--- config.mk ---
export PLATFORM = sky130hd
export DESIGN_NAME = qwti_fold
export DESIGN_NICKNAME = d
export VERILOG_FILES = /design/src/hw/rtl/qwti_fold.sv
export SDC_FILE = /design/constraint.sdc
export NUM_CORES = 1
export LEC_CHECK = 0
export ABC_AREA = 1
export BUFFER_PORTS_ARGS = -buffer_cell sky130_fd_sc_hd__clkbuf_2
export CAP_MARGIN = 20
export CELL_PAD_IN_SITES_DETAIL_PLACEMENT = 0
export CELL_PAD_IN_SITES_GLOBAL_PLACEMENT = 1
export CORE_AREA = 10 10 47 49
export DETAILED_ROUTE_END_ITERATION = 12
export DIE_AREA = 0 0 57 59
export GPL_ROUTABILITY_DRIVEN = 0
export PLACE_DENSITY = 0.72
export SLEW_MARGIN = 20
export SYNTH_ARGS = -nofsm -noshare
export SYNTH_HDL_FRONTEND = slang
export SYNTH_SLANG_ARGS = --single-unit
--- constraint.sdc ---
create_clock -name vclk -period 3.45
set_input_delay 0.8625 -clock vclk [all_inputs]
set_output_delay 0.8625 -clock vclk [all_outputs]
set_load 0.02 [all_outputs]
--- src/hw/rtl/qwti_fold.sv ---
// folds a full-cycle index onto the quarter table: position and negate flag
`timescale 1ns / 1ps

module qwti_fold #(
    parameter int QUARTER_LEN = 256,
    parameter int CYC_W       = 10,
    parameter int POS_W       = 9
) (
    input  logic [CYC_W-1:0] idx,
    output logic [POS_W-1:0] pos,
    output logic             neg
);
    localparam logic [CYC_W-1:0] L1 = CYC_W'(QUARTER_LEN);
    localparam logic [CYC_W-1:0] L2 = CYC_W'(2 * QUARTER_LEN);
    localparam logic [CYC_W-1:0] L3 = CYC_W'(3 * QUARTER_LEN);
    // wraps to zero when the cycle is a power of two, still right modulo 2^CYC_W
    localparam logic [CYC_W-1:0] L4 = CYC_W'(4 * QUARTER_LEN);

    logic [CYC_W-1:0] pos_full;

    always_comb begin
        if (idx <= L1) begin
            pos_full = idx;
            neg      = 1'b0;
        end else if (idx <= L2) begin
            pos_full = L2 - idx;
            neg      = 1'b0;
        end else if (idx <= L3) begin
            pos_full = idx - L2;
            neg      = 1'b1;
        end else begin
            pos_full = L4 - idx;
            neg      = 1'b1;
        end
    end

    assign pos = POS_W'(pos_full);

endmodule

# == Word level (Yosys, flattened, before mapping) ==
# Index checks and enable logic that the tools add are counted.
# totals
wordCells,11
register_bits,0
output_inout_bits,10
input_bits,10
# classes
n_lt_le_gt_ge,3
muxes,5
addsub,3
# ops
cell,n
two-way mux 9 bit,3
"less-or-equal comparator 10 bit, second input constant",2
"subtractor 1 x 9 -> 9 bit, first input constant",2
"less-or-equal comparator 10 x 9 -> 1 bit, second input constant",1
"subtractor 9 x 1 -> 9 bit, second input constant",1
two-way mux 1 bit,2

# == Logic depth before layout (Yosys ltp) ==
# Gate-level depths: netlist of the first run.
# depth
ltp_word,4
mapped_depth,11
mapped_depth_nobuf,10

# == Least setup slack after synthesis of the first run ==
# Ideal clock, no wire load.
# synth_path
kind,input -> output
startpoint,in idx[0]
endpoint,out pos[7]
cell_stages,11
arrival_time_ns,1.834
t_required_ns,2.588
n_path_buf,1
slack_ns,0.753
path_cell_list,inv_1 ha_1 nand2_2 nor2_4 nand3_2 nand2_2 buf_6 nand3_2 nand2_1 nand2_1 inv_1
# synth_via
elab_chain_cells,4
elab_cells_between_ends,9
classes_between,3 x add/sub; 3 x order compare; 3 x mux
# synth_lines
element,line,source
"start, declared",9,"input logic [CYC_W-1:0] idx,"
"subtractor 1 x 9 -> 9 bit, or another cell as far along","26, 32",
two-way mux 9 bit,28,end else if (idx <= L3) begin
two-way mux 9 bit,25,end else if (idx <= L2) begin
two-way mux 9 bit *,22,if (idx <= L1) begin
"end, declared",10,"output logic [POS_W-1:0] pos,"
# Every way passes the cells marked *; elsewhere a longest branch is shown, timed or not.

# == Worst setup path in the final report of the first run ==
# layout_path
startpoint,in idx[0]
endpoint,out pos[5]
# The elaborated chain is that of the path after synthesis.

==> impl_metrics.ini, run 1 <==
[clock_network]
cts_hold_repair.buffers = 0
postCtsSetupRepairBufs = 0
post_cts_resized = 0

[synth]
synth_area_leader_cell = nand2_1
synth_most_common_cell = nand2_1
synth_top_family_by_area = simple AND/OR/NAND/NOR gates
synthXorXnorAreaFrac_pct = 2.65
synth-seq-area-share_pct = 0
synth_compound_area_share_pct = 1.89
ys_warn_count = 0
synth_commonest_cells = nand2_1, inv_1, nand3_1
ys_types = 14
syn_inst = 62
yosys.area_share.simple_pct = 63.3
synth_top_area_share_pct = 18.2
synthTopCellsByArea = nand2_1, inv_1, nand3_1
syn_nets = 73
synth_fa_ha_area_share_pct = 3.79
avgSynthCellArea_um2 = 5.33
synth.area.mux_share_pct = 0
synth.cell_area_um2 = 330

[placed_design]
io_buffers = 20
place_hpwl_um = 777

[layout]
nClkBuffers = 0
seq_area_um2 = 0
fin_nets = 92
antenna_cells = 0
areaGrowthSynthToFinish_pct = 27.3
num-fill-cells = 175
seq_cells = 0
drive_above_1_share_pct = 39.2

[hold_path]
hold_path_end = pos[0]
hold_class = input port to primary output
hold_start = idx[0]
min_path_cells = 2

[die]
dieArea_um2 = 3360
fp-row-count = 14
pin_count = 20
fp.coreArea_um2 = 1400
fp.dieW_um = 57
initial_utilization_pct = 23.6
die_h_um = 59

[global_routing]
antenna_found_initial = 0
grt_max_degree = 14
grt_pass1_wl_um = 1440
gr-total-overflow = 0
grt_usage_pct = 4.58
grt_pass1_vias = 377

[routing]
drt_wl_total_um = 879
detail_route.wl_per_cell_um = 9.25
routed-via-count = 411
ant_nets = 0
initialDrtViolationCount = 7
drc = 0
vias_per_cell = 4.33
first_pass_iters = 4

[pwr]
combPwrFrac_pct = 100.0
power_uw = 53.0
p_int_uw = 18.8
pwr-share-clk_pct = 0
leakage_nw = 0.280
seq_power_share_pct = 0
switchingPower_uw = 34.2
power_density_nw_per_um2 = 126
ir_worst_vdd_v = 0.0000417
netSwitchingFraction_pct = 64.5

[sta]
period_share_pct = 86.2
layout_min_cycle_time_ns = 2.97
tightest_slew_ns = 0.256
max_freq_mhz = 336
final-setup-viol-count = 0
maxSlewHeadroom_pct = 82.9
rsz0062_at_grt = false
hold_violations = 0
slew_violations = 0
setup_tns_ns = 0

[critical_path]
critical_path_class = input port to primary output
cp-end-kind = primary output
start_kind = input port
crit_required_ns = 2.59
worstPathArrival_ns = 2.11
worstSetupStartpoint = idx[0]
path_max_fanout = 13

[flow_run]
maxCapViolCount = 0

[run_status]
outcome = completed
==> critical path, cell delays in order <==
cell and delay (ns):
clkbuf_2 0.09, inv_1 0.07, ha_1 0.18, nand2_2 0.07, nor2_4 0.14, nand3_2 0.25, nand3_1 0.17, nand2_1 0.06
nand2_1 0.05, inv_1 0.03, clkbuf_2 0.14
==> cells in the final DEF (no fill, tap or decap), drive strengths merged <==
cell and n:
inv 17, clkbuf 20, a31oi 1, xor2 1
nor2 5, nand3 10, ha 1, nand2 19
nand4 5
==> through the flow <==
step | util (%) | instance area (µm²) | std cells | hold WS [ns] | worst slack (ns)
final | 30.0 | 420 | 95 | 1.96 | 0.476
after global routing | 30.0 | 420 | 95 | 1.98 | 0.301
after CTS | 30.0 | 420 | 95 | 1.96 | 0.459
after detailed placement | 30.0 | 420 | 95 | 1.96 | 0.462
after global placement | 30.0 | 420 | 95 | 1.96 | 0.486
after floorplan | - | 330 | 62 | 1.84 | 0.753
==> power groups by stage <==
stage	Combinational, mW	Clock [mW]	Sequential, mW
floorplan	0.0366	0	0
global placement	0.0536	0	0
detailed placement	0.0541	0	0
CTS	0.0543	0	0
global route	0.0598	0	0
finish	0.0530	0	0
==> cell families after synthesis <==
logic type | Yosys count
AOI/OAI and AO/OA | 1
xor gates and xnor gates | 1
adders and majority gates | 1
buffers and inverters | 20
and+or+nand+nor | 39
==> area by class of cell <==
class | instances | area, µm² | area share [%]
multi-input combinational | 42 | 236 | 56.3
timing repair buffer | 20 | 100 | 23.8
tap | 16 | 20.0 | 4.76
inverter | 17 | 63.8 | 15.2
==> per-layer routing <==
layer / global-route usage (%) / up-vias / part of all wire, %
met5: 0 / - / 0
met4: 0 / 0 / 0
met3: 1.50 / 0 / 9.8
met2: 8.06 / 19 / 44
met1: 5.57 / 164 / 46
li1: - / 228 / -
==> worst max-delay path by stage <==
stage / slack [ns] / endpoint / cells past startpoint
2_1_floorplan: 0.75 / pos[7] / 11
3_3_place_gp: 0.49 / pos[5] / 11
3_5_place_dp: 0.46 / pos[3] / 11
4_1_cts: 0.46 / pos[3] / 11
5_1_grt: 0.30 / pos[3] / 11
6_report: 0.48 / pos[5] / 11
Power figures use the tool's default switching activity.
==> run 2: changes to the inputs <==
--- a/config.mk
+++ b/config.mk
@@ -14,7 +14,7 @@
 export DETAILED_ROUTE_END_ITERATION = 12
 export DIE_AREA = 0 0 57 59
 export GPL_ROUTABILITY_DRIVEN = 0
-export PLACE_DENSITY = 0.72
+export PLACE_DENSITY = 0.75
 export SLEW_MARGIN = 20
 export SYNTH_ARGS = -nofsm -noshare
 export SYNTH_HDL_FRONTEND = slang
==> constraint.sdc (replaced) <==
create_clock -name vclk -period 2.6
set_input_delay 0.65 -clock vclk [all_inputs]
set_output_delay 0.65 -clock vclk [all_outputs]
set_load 0.02 [all_outputs]
==> run 2 against run 1 <==
Effect of this change:
- final cell count increased by 2.1%
- count of clock-buffer cells in the layout unchanged
- cell area up 13%
- via count grew 0.97%
- utilization is 3.8 points higher
- worst hold slack got worse by 0.42 ns
- critical endpoint is now pos[3]
- largest power group unchanged
- highest routed layer unchanged
==> impl_metrics.ini, run 2 (synthesis gave the netlist of run 1 again) <==
[critical_path]
cp-end-kind = primary output
slowest_delay_ns = 0.18
worstPathCellList = clkbuf_2, inv_1, ha_2, nand2_2, nor2_4, nand3_4, nand2_2, nand4_1, nand2_1, inv_1, buf_4
crit_slowest_cell = ha_2
path_max_fanout = 6
crit_required_ns = 1.95
crit_family = simple AND/OR/NAND/NOR gates
critical_path_class = input port to primary output
crit_buf_inv = 4
start_kind = input port
worstPathArrival_ns = 1.85

[global_routing]
grt_usage_pct = 4.53
grt_pass1_wl_um = 1420
gr-total-overflow = 0
grt_pass1_vias = 376
antenna_found_initial = 0
grt_max_degree = 14

[sta]
layout_min_cycle_time_ns = 2.50
maxSlewHeadroom_pct = 87.0
final-setup-viol-count = 0
finalHoldWorstSlack_ns = 1.53
max_freq_mhz = 401
tightest_slew_ns = 0.195
period_share_pct = 96.0
hold_violations = 0
slew_violations = 0

[flow_run]
maxCapViolCount = 0

[die]
initial_utilization_pct = 23.6
pin_count = 20
die_h_um = 59
fp.coreArea_um2 = 1400
fp-row-count = 14
fp.dieW_um = 57
dieArea_um2 = 3360

[routing]
vias_per_cell = 4.28
detail_route.wl_per_cell_um = 10.2
ant_nets = 0
first_pass_iters = 4
drc = 0
initialDrtViolationCount = 5
routed-via-count = 415
drt_wl_total_um = 989

[layout]
seq_cells = 0
layout_commonest_cell = clkbuf_2
seq_area_um2 = 0
areaGrowthSynthToFinish_pct = 43.2
antenna_cells = 0
num-fill-cells = 170
nClkBuffers = 0
final_area_um2 = 473
layout_common_cells = clkbuf_2, nand2_1, inv_1
fin_nets = 94
drive_above_1_share_pct = 44.4
final_util_pct = 33.8

[placed_design]
io_buffers = 20
placed_cell_area_um2 = 420
place_hpwl_um = 758

[pwr]
power_density_nw_per_um2 = 164
leakage_nw = 0.295
ir_worst_vdd_v = 0.0000464

[clock_network]
cts_hold_repair.buffers = 0

[hold_path]
hold_class = input port to primary output

[run_status]
outcome = completed
==> run 2: routing by layer <==
metal | vias to the layer above | global-route usage, % | wire length, µm
li1 | 232 | - | -
met1 | 171 | 5.69 | 463
met2 | 12 | 8.06 | 460
met3 | 0 | 1.07 | 64
met4 | 0 | 0 | 0
met5 | - | 0 | 0
==> run 2: repair_timing <==
item,in CTS,in global routing
setup buffers,0,1
endpoints found under the setup margin,0,6
gates resized for setup,0,11
==> run 2: area by class of cell <==
cell class                 instances  area, µm²  area share (%)
inverter                          17       63.8            13.5
multi-input combinational         43        273            57.7
tap                               16       20.0            4.23
timing repair buffer              21        116            24.6
==> run 2: through the flow <==
step	std cells	setup slack (ns)	power, mW	TNS (ns)
final	97	0.104	0.0778	0
after global routing	97	-0.00150	0.0868	-0.00189
after CTS	95	0.0261	0.0720	0
after detailed placement	95	0.0291	0.0717	0
after global placement	95	0.0436	0.0709	0
after floorplan	62	0.328	0.0486	0
==> run 2: final timing paths <==
check    from  endpoint  slack [ns]  cells past startpoint
max    idx[1]    pos[3]        0.10                     11
min    idx[0]    pos[0]        1.53                      2
==> run 2: where the power goes <==
| group | internal, mW | switching [mW] |
|---|---|---|
| logic | 0.0289 | 0.0489 |
| clock network | 0 | 0 |
| registers | 0 | 0 |
| total | 0.0289 | 0.0489 |
