==> config.mk <==
export PLATFORM = sky130hd
export DESIGN_NAME = qwti_interp
export DESIGN_NICKNAME = d
export VERILOG_FILES = /design/src/hw/rtl/qwti_pkg.sv /design/src/hw/rtl/qwti_interp.sv
export SDC_FILE = /design/constraint.sdc
export NUM_CORES = 1
export LEC_CHECK = 0
export BUFFER_PORTS_ARGS = -buffer_cell sky130_fd_sc_hd__buf_4
export CORE_MARGIN = 4
export CORE_UTILIZATION = 59
export DETAILED_ROUTE_END_ITERATION = 6
export GPL_ROUTABILITY_DRIVEN = 0
export PLACE_DENSITY = 0.81
export REMOVE_ABC_BUFFERS = 1
export SYNTH_ARGS = -nofsm -noshare
export SYNTH_HDL_FRONTEND = slang
export SYNTH_SLANG_ARGS = --single-unit
==> constraint.sdc <==
create_clock -name vclk -period 13.6
set_input_delay 1.36 -clock vclk [all_inputs]
set_output_delay 1.36 -clock vclk [all_outputs]
set_load 0.02 [all_outputs]
==> src/hw/rtl/qwti_pkg.sv <==
// shared widths, word layout and opcodes of the quarter-wave table interpolator
`timescale 1ns / 1ps

package qwti_pkg;

    localparam int OPCODE_W = 1;
    localparam int ADDR_W   = 9;
    localparam int SAMPLE_W = 16;
    localparam int PHASE_W  = 24;

    // input word layout, lowest bit first; the opcode travels on tuser
    localparam int ADDR_LSB   = 0;
    localparam int VALUE_LSB  = ADDR_LSB + ADDR_W;
    localparam int PHASE_LSB  = VALUE_LSB + SAMPLE_W;
    localparam int S_USED_W   = PHASE_LSB + PHASE_W;
    localparam int S_TDATA_W  = ((S_USED_W + 7) / 8) * 8;
    localparam int S_TUSER_W  = OPCODE_W;
    localparam int M_TDATA_W  = ((SAMPLE_W + 7) / 8) * 8;

    typedef logic signed [SAMPLE_W-1:0] sample_t;

    typedef enum logic [OPCODE_W-1:0] {
        OP_WRITE = 1'b0,
        OP_READ  = 1'b1
    } opcode_t;

endpackage

==> src/hw/rtl/qwti_interp.sv <==
// applies the quadrant sign and interpolates between the two samples
`timescale 1ns / 1ps

module qwti_interp #(
    parameter int FRAC_BITS = 14
) (
    input  qwti_pkg::sample_t    raw_a,
    input  qwti_pkg::sample_t    raw_b,
    input  logic                 neg_a,
    input  logic                 neg_b,
    input  logic [FRAC_BITS-1:0] frac,
    output qwti_pkg::sample_t    sample
);
    import qwti_pkg::*;

    localparam int PROD_W = FRAC_BITS + SAMPLE_W + 2;

    function automatic sample_t sat_neg(input sample_t v);
        sample_t r;
        // the most negative code has no positive twin
        if (v == {1'b1, {(SAMPLE_W-1){1'b0}}}) begin
            r = {1'b0, {(SAMPLE_W-1){1'b1}}};
        end else begin
            r = -v;
        end
        return r;
    endfunction

    sample_t                   s1;
    sample_t                   s2;
    logic signed [SAMPLE_W:0]  diff;
    logic signed [PROD_W-1:0]  prod;
    logic signed [PROD_W-1:0]  prod_sh;
    logic signed [SAMPLE_W:0]  sum;

    assign s1   = neg_a ? sat_neg(raw_a) : raw_a;
    assign s2   = neg_b ? sat_neg(raw_b) : raw_b;
    assign diff = (SAMPLE_W+1)'(s2) - (SAMPLE_W+1)'(s1);
    assign prod = $signed({1'b0, frac}) * diff;
    // arithmetic shift floors towards minus infinity
    assign prod_sh = prod >>> FRAC_BITS;
    assign sum     = (SAMPLE_W+1)'(s1) + prod_sh[SAMPLE_W:0];
    // the result lies between s1 and s2, so it always fits
    assign sample  = sum[SAMPLE_W-1:0];

endmodule

==> Word-level counts from Yosys, hierarchy flattened <==
Index checks and enable logic that the tools add are counted.
{ "word_totals": {"register_bits": 0, "in_bits": 48, "elab_cells": 11} }
{ "classes": {"add_sub_neg": 4, "mul": 1, "n_eq_ne": 2, "muxes": 4} }
{ "op_table": {"columns": ["op", "count"], "rows": [
  ["16-bit 2-to-1 mux", 4],
  ["16-bit equality test, second input constant", 2],
  ["16-bit negation", 2],
  ["15-bit by 17-bit multiplier with 30-bit output", 1],
  ["16-bit by 16-bit subtractor with 17-bit output", 1],
  ["16-bit adder", 1]
]} }

==> Longest topological paths before layout <==
Gate-level depths: netlist of run 1.
{ "logic_depth": {"word_depth": 6, "ltp_mapped": 55} }

==> Worst setup path after synthesis of run 1 <==
OpenSTA, ideal clock, no wires.
{ "synth_timing": {"kind": "input to output", "startpoint": "input raw_b[1]", "endpoint": "output sample[15]", "t_arrival_ps": 12955, "slack_ps": -715, "stages": 49, "path_buffers": 2, "path_cell_list": "inv_1 > ha_1 > inv_1 > or3_4 > or3_4 > or2_4 > or4_4 > or3_4 > nor3b_4 > buf_6 > o21ai_0 > o21ai_0 > ha_1 > nor2b_1 > o21ai_0 > a21boi_0 > o21ai_0 > a21boi_0 > [13 not listed] > fa_1 > inv_1 > ha_1 > a2111oi_0 > a211oi_1 > o31ai_1 > a21boi_0 > o21a_1 > or4b_1 > o2111ai_1 > ha_1 > nand3_1 > o21ai_0 > o41ai_1 > o21a_1 > o21ai_0 > xnor2_1 > xnor3_1"} }
{ "synth_via": {"elab_chain_cells": 6} }
{ "synth_lines": {"columns": ["item", "line", "text"], "rows": [
  ["start, declared", "qwti_interp.sv:8", "input qwti_pkg::sample_t raw_b,"],
  ["16-bit negation or 16-bit equality test (tied branches)", "qwti_interp.sv:24, qwti_interp.sv:21", null],
  ["16-bit 2-to-1 mux", "qwti_interp.sv:21", "if (v == {1'b1, {(SAMPLE_W-1){1'b0}}}) begin"],
  ["16-bit 2-to-1 mux *", "qwti_interp.sv:37", "assign s2 = neg_b ? sat_neg(raw_b) : raw_b;"],
  ["16-bit by 16-bit subtractor with 17-bit output *", "qwti_interp.sv:38", "assign diff = (SAMPLE_W+1)'(s2) - (SAMPLE_W+1)'(s1);"],
  ["15-bit by 17-bit multiplier with 30-bit output *", "qwti_interp.sv:39", "assign prod = $signed({1'b0, frac}) * diff;"],
  ["16-bit adder *", "qwti_interp.sv:42", "assign sum = (SAMPLE_W+1)'(s1) + prod_sh[SAMPLE_W:0];"],
  ["end, declared", "qwti_interp.sv:12", "output qwti_pkg::sample_t sample"]
]} }
Every way passes the cells marked *; elsewhere a longest branch is shown, timed or not.

==> Final worst setup path of run 1 <==
{ "layout_timing": {"startpoint": "input raw_b[0]", "endpoint": "output sample[15]"} }
Same word-level chain as after synthesis.

==> results of run 1 <==
critical path: cells and delay by family:
| kind | cells | cell delay (ps) |
|---|---|---|
| XOR/XNOR | 3 | 660 |
| buffers and inverters | 14 | 1480 |
| AND/OR/NAND/NOR | 12 | 2860 |
| adder cells (fa/ha/maj) | 10 | 4120 |
| AO/OA/AOI/OAI | 14 | 3220 |
through the flow:
| step | cell area [µm²] | utilization [%] |
|---|---|---|
| floorplan | 10660 | - |
| global placement | 12850 | 71.06 |
| finish | 14130 | 78.15 |
| CTS | 13540 | 74.84 |
| detailed placement | 12850 | 71.06 |
| global route | 14130 | 78.15 |
cell usage after synthesis (2+ instances only):
library cell / n
inv_1: 271
fa_1: 221
nand2_1: 156
and2_1: 122
ha_1: 102
clkbuf_1: 61
nor2_1: 44
xnor2_1: 39
o21ai_0: 38
a21oi_1: 25
xor2_1: 23
nor3_1: 21
nand3_1: 19
a31oi_1: 17
nand2b_1: 17
nor2b_1: 16
nand4_1: 14
o22ai_1: 9
o21ai_1: 8
o211ai_1: 6
o21a_1: 6
o311a_1: 6
o31ai_1: 6
or3_1: 6
a211oi_1: 5
o311ai_0: 5
o41ai_1: 5
a31o_2: 4
or2_2: 4
a21boi_0: 3
a21o_1: 3
and3_1: 3
mux2_2: 3
o2111ai_1: 3
or3_4: 3
and4_1: 2
buf_2: 2
nor3b_1: 2
o21ba_2: 2
o21bai_1: 2
or4_1: 2
worst max-delay path by stage:
stage,end,startpoint
2_1_floorplan,sample[15],raw_b[1]
3_3_place_gp,sample[15],raw_b[1]
3_5_place_dp,sample[15],raw_b[0]
4_1_cts,sample[15],raw_b[1]
5_1_grt,sample[15],raw_b[0]
6_report,sample[15],raw_b[0]
layer usage:
| layer | share of wire [%] | wire length (µm) | up-vias |
|---|---|---|---|
| li1 | - | - | 4624 |
| met1 | 31 | 12730 | 5422 |
| met2 | 47 | 19300 | 983 |
| met3 | 12 | 4852 | 393 |
| met4 | 10 | 4202 | 2 |
| met5 | 0.11 | 45 | - |
area by class of cell:
class | instances | area, µm² | area share [%]
multi-input combinational | 992 | 10420 | 73.74
timing repair buffer | 310 | 2400 | 16.98
inverter | 271 | 1025 | 7.250
tap | 229 | 286.5 | 2.027
cells by family after synthesis:
logic type	synth area share, %
mux	0.4007
xor+xnor	5.175
compound gates	9.732
buf+inv	11.75
simple gates	20.78
fa+ha+maj	52.16
timing repair:
action | 4_1_cts | 5_1_grt
endpoints found under the setup margin | 12 | 13
cloned | 0 | 0
buffers inserted | 40 | 25
pin swaps | 89 | 66
resized for setup | 96 | 108
==> summary.md, run 1 <==
| Metric | Value |
|---|---|
| Status | `finished with violations` |
| Failing checks | `DRC, setup timing` |
| Met2 Track Usage GR | `between 50% and 60%` |
| Post-route setup TNS | `-10690 ps` |
| CP Launch Type | `input pin` |
| Tmin final | `around 15000 ps` |
| Final Cycle Share | `111.0%` |
| WHS | `~3500 ps` |
| Register area share after synthesis | `0%` |
| Inst Count DP | `1744` |
| Max cap viols | `0` |
| Die Outline Area | `a little over 20000 µm²` |
| Place WS | `-1490 ps` |
| WS Path Type | `in2out` |
| Via density | `roughly 6.3` |
| RSZ-0062 raised after global routing | `true` |
| Cts-stage hold buffer count | `0` |
| Post-DRT Antenna Nets | `0` |
| Worst hold endpoint | `sample[13]` |
| Worst hold stages | `8` |
| Gr busiest metal | `met2` |
| # setup viols final | `13` |
| Initial Util | `roughly three fifths` |
| Total track usage | `roughly a third` |
| Via count | `approximately 11000` |
| WL final | `a little over 40000 µm` |
| # port buffers | `64` |
| Die W | `~140 µm` |
| Critical Path AT | `13730 ps` |
| Critical path endpoint category | `output port` |
| GRT met1 Usage | `37.81%` |
| Mapped Cells | `~1300` |
| Largest net degree at the start of global routing | `27` |
| Tightest Pin Transition | `approximately 1100 ps` |
| Maximum operating frequency | `between 60 and 70 MHz` |
| Fill count | `a little over 1000` |
| Core area | `18090 µm²` |
| Initial drt markers | `roughly 1400` |
| Required time of the critical path | `between 10000 and 15000 ps` |
| Gr ovfl total | `0` |
| Maximum fanout along the worst path | `5` |
| Io pins | `between 60 and 70` |
| N_diodes | `0` |
| Final nets | `1946` |
| DR DRC count | `1` |
| Num sequential | `0` |
| Post-synth top area share | `40.49%` |
| Critical Path Max Stage Delay | `approximately 620 ps` |
| Slew Limit Fails | `0` |
| Wire per inst | `22.82 µm` |
| Unique masters post-synth | `65` |
| Most frequent cell on the critical path | `fa_1` |
| Commonest non-fill, non-tap cell in the layout | `buf_4` |
| Hold Path Class | `in2out` |
| Synth-to-Final Area Change | `29.33%` |
| Initial DRT Pass Iterations | `7` |
| Fin cells | `1802` |
| Layout cells sized above 1 | `between 20% and 30%` |
| First-pass GRT wire length | `54000 µm` |
| Die Height | `~140 µm` |
| Final setup margin | `-1489 ps` |
| Hold path start | `raw_a[13]` |
| Synth area leader | `fa_1` |
| Critical path's slowest cell | `fa_1` |
| # rows | `approximately 50` |
| Max_slew headroom | `just under 30%` |
| Top post-synthesis cells by area | `fa_1 (40%), ha_1 (12%), inv_1 (9.3%)` |
| Avg Synthesized Cell Area | `roughly 8 µm²` |
| Number of global-route vias before repair | `about 11000` |
| GR Layer Usage met3 | `4.299%` |
| Initial antenna violation count | `2` |
| Yosys warning count | `0` |
| Most frequent cells in the layout | `buf_4 (295), inv_1 (250), fa_1 (212), nand2_1 (150), and2_1 (115)` |
| Clkbuf count | `0` |
| Hold Fails Final Rpt | `0` |
| Synthesized area | `approximately 11000 µm²` |
| FF+latch area | `0 µm²` |
| Post-DP HPWL | `roughly 25000 µm` |
Power of run 1 is left out: the tool's default activity adds up to more than one toggle a clock period on the data nets, which glitch-free logic cannot reach.
==> inputs of run 2 (changes only) <==
--- a/config.mk
+++ b/config.mk
@@ -5,12 +5,12 @@
 export SDC_FILE = /design/constraint.sdc
 export NUM_CORES = 1
 export LEC_CHECK = 0
+export ABC_AREA = 1
 export BUFFER_PORTS_ARGS = -buffer_cell sky130_fd_sc_hd__buf_4
 export CORE_MARGIN = 4
-export CORE_UTILIZATION = 59
+export CORE_UTILIZATION = 60
 export DETAILED_ROUTE_END_ITERATION = 6
-export GPL_ROUTABILITY_DRIVEN = 0
-export PLACE_DENSITY = 0.81
+export PLACE_DENSITY = 0.82
 export REMOVE_ABC_BUFFERS = 1
 export SYNTH_ARGS = -nofsm -noshare
 export SYNTH_HDL_FRONTEND = slang
==> run 2 against run 1 <==
  * The flow now finishes without violations
  * Utilization fell by 13 points
  * Synthesized cell count grew 13%
  * Setup slack improved by 2300 ps
  * Final cell count decreased by 1.3%
  * Worst hold slack worse by 240 ps
  * Critical path depth decreased by 2
  * Via count fell by 14%
==> summary.md, run 2 <==
| Metric | Value |
|---|---|
| Fill count | `approximately 1600` |
| WL final | `28520 µm` |
| Most frequent cells in the layout | `inv_1 (376), nand2_1 (257), fa_1 (221), nor2_1 (189), ha_1 (102)` |
| Largest net degree at the start of global routing | `18` |
| Hold path start | `raw_a[0]` |
| Die Outline Area | `around 20000 µm²` |
| Initial DRT Pass Iterations | `7` |
| Layout cells sized above 1 | `a little over 8%` |
| Initial drt markers | `730` |
| Final Cycle Share | `94.39%` |
| FF+latch area | `0 µm²` |
| WS Path Type | `in2out` |
| Synth top cells by count | `inv_1 (376), nand2_1 (257), fa_1 (221)` |
| Mapped Cells | `around 1500` |
| Final nets | `between 1500 and 2000` |
| Critical path startpoint | `raw_b[1]` |
| Inst Count DP | `roughly 1800` |
| Max cap viols | `0` |
| Tightest Pin Transition | `~700 ps` |
| Register area share after synthesis | `0%` |
| Final Util | `around 65%` |
| Via density | `approximately 5.5` |
| Hold Path Class | `in2out` |
| Status | `finished clean` |
| Die W | `approximately 140 µm` |
| Clkbuf count | `0` |
| # port buffers | `between 60 and 70` |
| Initial antenna violation count | `0` |
| Io pins | `between 60 and 70` |
| Unique masters post-synth | `between 40 and 50` |
| Core area | `between 15000 and 20000 µm²` |
| Post-DRT Antenna Nets | `0` |
| DR DRC count | `0` |
| Critical Path AT | `roughly 11000 ps` |
| Fin cells | `about 1800` |
| Yosys warning count | `0` |
| Worst hold stages | `5` |
| Critical path endpoint category | `output port` |
| Maximum operating frequency | `between 70 and 80 MHz` |
| WHS | `about 3300 ps` |
| Most frequent cell after synthesis | `inv_1` |
| Via count | `about 10000` |
| Worst hold endpoint | `sample[0]` |
| Max_slew headroom | `about 53%` |
| Synth-to-Final Area Change | `6.512%` |
| Tmin final | `12840 ps` |
| Maximum fanout along the worst path | `13` |
| N_diodes | `0` |
| Slew Limit Fails | `0` |
| Total track usage | `just under 30%` |
| Cts-stage hold buffer count | `0` |
| Avg Synthesized Cell Area | `7.300 µm²` |
| Post-synth top area share | `slightly above 40%` |
| # rows | `49` |
| RSZ-0062 raised after global routing | `false` |
| Top post-synthesis cells by area | `fa_1 (40%), inv_1 (13%), ha_1 (12%)` |
| Initial Util | `around 61%` |
| Hold Fails Final Rpt | `0` |
| Synth area leader | `fa_1` |
| CP Launch Type | `input pin` |
| GP Congestion | `0.9657` |
| Die Height | `143.2 µm` |
| Most frequent cell on the critical path | `nand2_1` |
| Number of global-route vias before repair | `10144` |
| Critical Path Max Stage Delay | `approximately 560 ps` |
| # setup viols final | `0` |
| Wire per inst | `approximately 16 µm` |
| Synthesized area | `approximately 11000 µm²` |
| Post-DP HPWL | `~25000 µm` |
| Critical path's slowest cell | `fa_1` |
| Commonest non-fill, non-tap cell in the layout | `inv_1` |
| Post-route setup TNS | `0 ps` |
| Gr ovfl total | `0` |
| Required time of the critical path | `12240 ps` |
| First-pass GRT wire length | `between 40000 and 50000 µm` |
| Num sequential | `0` |
-- run 2: cell count changes after synthesis, sizes merged, moves of 9 or more --
cell | before | now
clkbuf | 62 | 19
or2 | 5 | 20
or3 | 9 | 0
and2 | 122 | 0
o22ai | 9 | 0
nand2 | 156 | 265
xor2 | 23 | 37
nor2b | 16 | 0
a21oi | 25 | 68
inv | 271 | 380
nand3 | 19 | 64
nor2 | 44 | 200
nand2b | 17 | 0
xnor2 | 39 | 10
-- run 2: kinds of logic after synthesis --
logic type	after synthesis	share of synthesized area [%]
XOR/XNOR	47	3.820
AO/OA/AOI/OAI	142	7.367
AND/OR/NAND/NOR	584	22.80
adder cells (fa/ha/maj)	323	51.96
buffers and inverters	407	14.06
-- run 2: routing by layer --
| metal | track usage [%] | part of all wire [%] | vias up |
|---|---|---|---|
| met5 | 0 | 0 | - |
| met4 | 9.415 | 4.2 | 0 |
| met3 | 3.048 | 6.7 | 88 |
| met2 | 50.67 | 49 | 364 |
| met1 | 37.68 | 40 | 4723 |
| li1 | - | - | 4598 |
-- run 2: worst max-delay path by stage --
stage | to | slack [ps] | cells past startpoint
4_1_cts | sample[12] | 640 | 50
5_1_grt | sample[12] | 30 | 51
3_5_place_dp | sample[12] | 690 | 50
2_1_floorplan | sample[12] | 1570 | 49
3_3_place_gp | sample[12] | 1090 | 52
6_report | sample[12] | 760 | 51
-- run 2: per-stage QoR --
stage          cell area [µm²]  setup WS (ps)
2_1_floorplan            10870           1566
3_3_place_gp             11690           1085
6_report                 11690          763.3
3_5_place_dp             11690          685.8
5_1_grt                  11690          30.19
4_1_cts                  11690          643.1
-- run 2: area by class of cell --
type,instances,area (µm²),area share (%)
Tap cell,229,286.5,2.452
Multi-Input combinational cell,1096,9429,80.69
Inverter,383,1438,12.30
Timing Repair Buffer,71,533.0,4.561
-- run 2: critical path, delay by kind of cell --
| kind | cells | cell delay (ps) |
|---|---|---|
| AO/OA/AOI/OAI | 12 | 2150 |
| AND/OR/NAND/NOR | 19 | 2690 |
| buffers and inverters | 8 | 630 |
| XOR/XNOR | 2 | 330 |
| adder cells (fa/ha/maj) | 10 | 4280 |
-- run 2: timing repair --
action | 4_1_cts | 5_1_grt
setup endpoints to repair | 0 | 2
setup buffers | 0 | 0
resized for setup | 0 | 1
Power of run 2 is left out for the same reason.
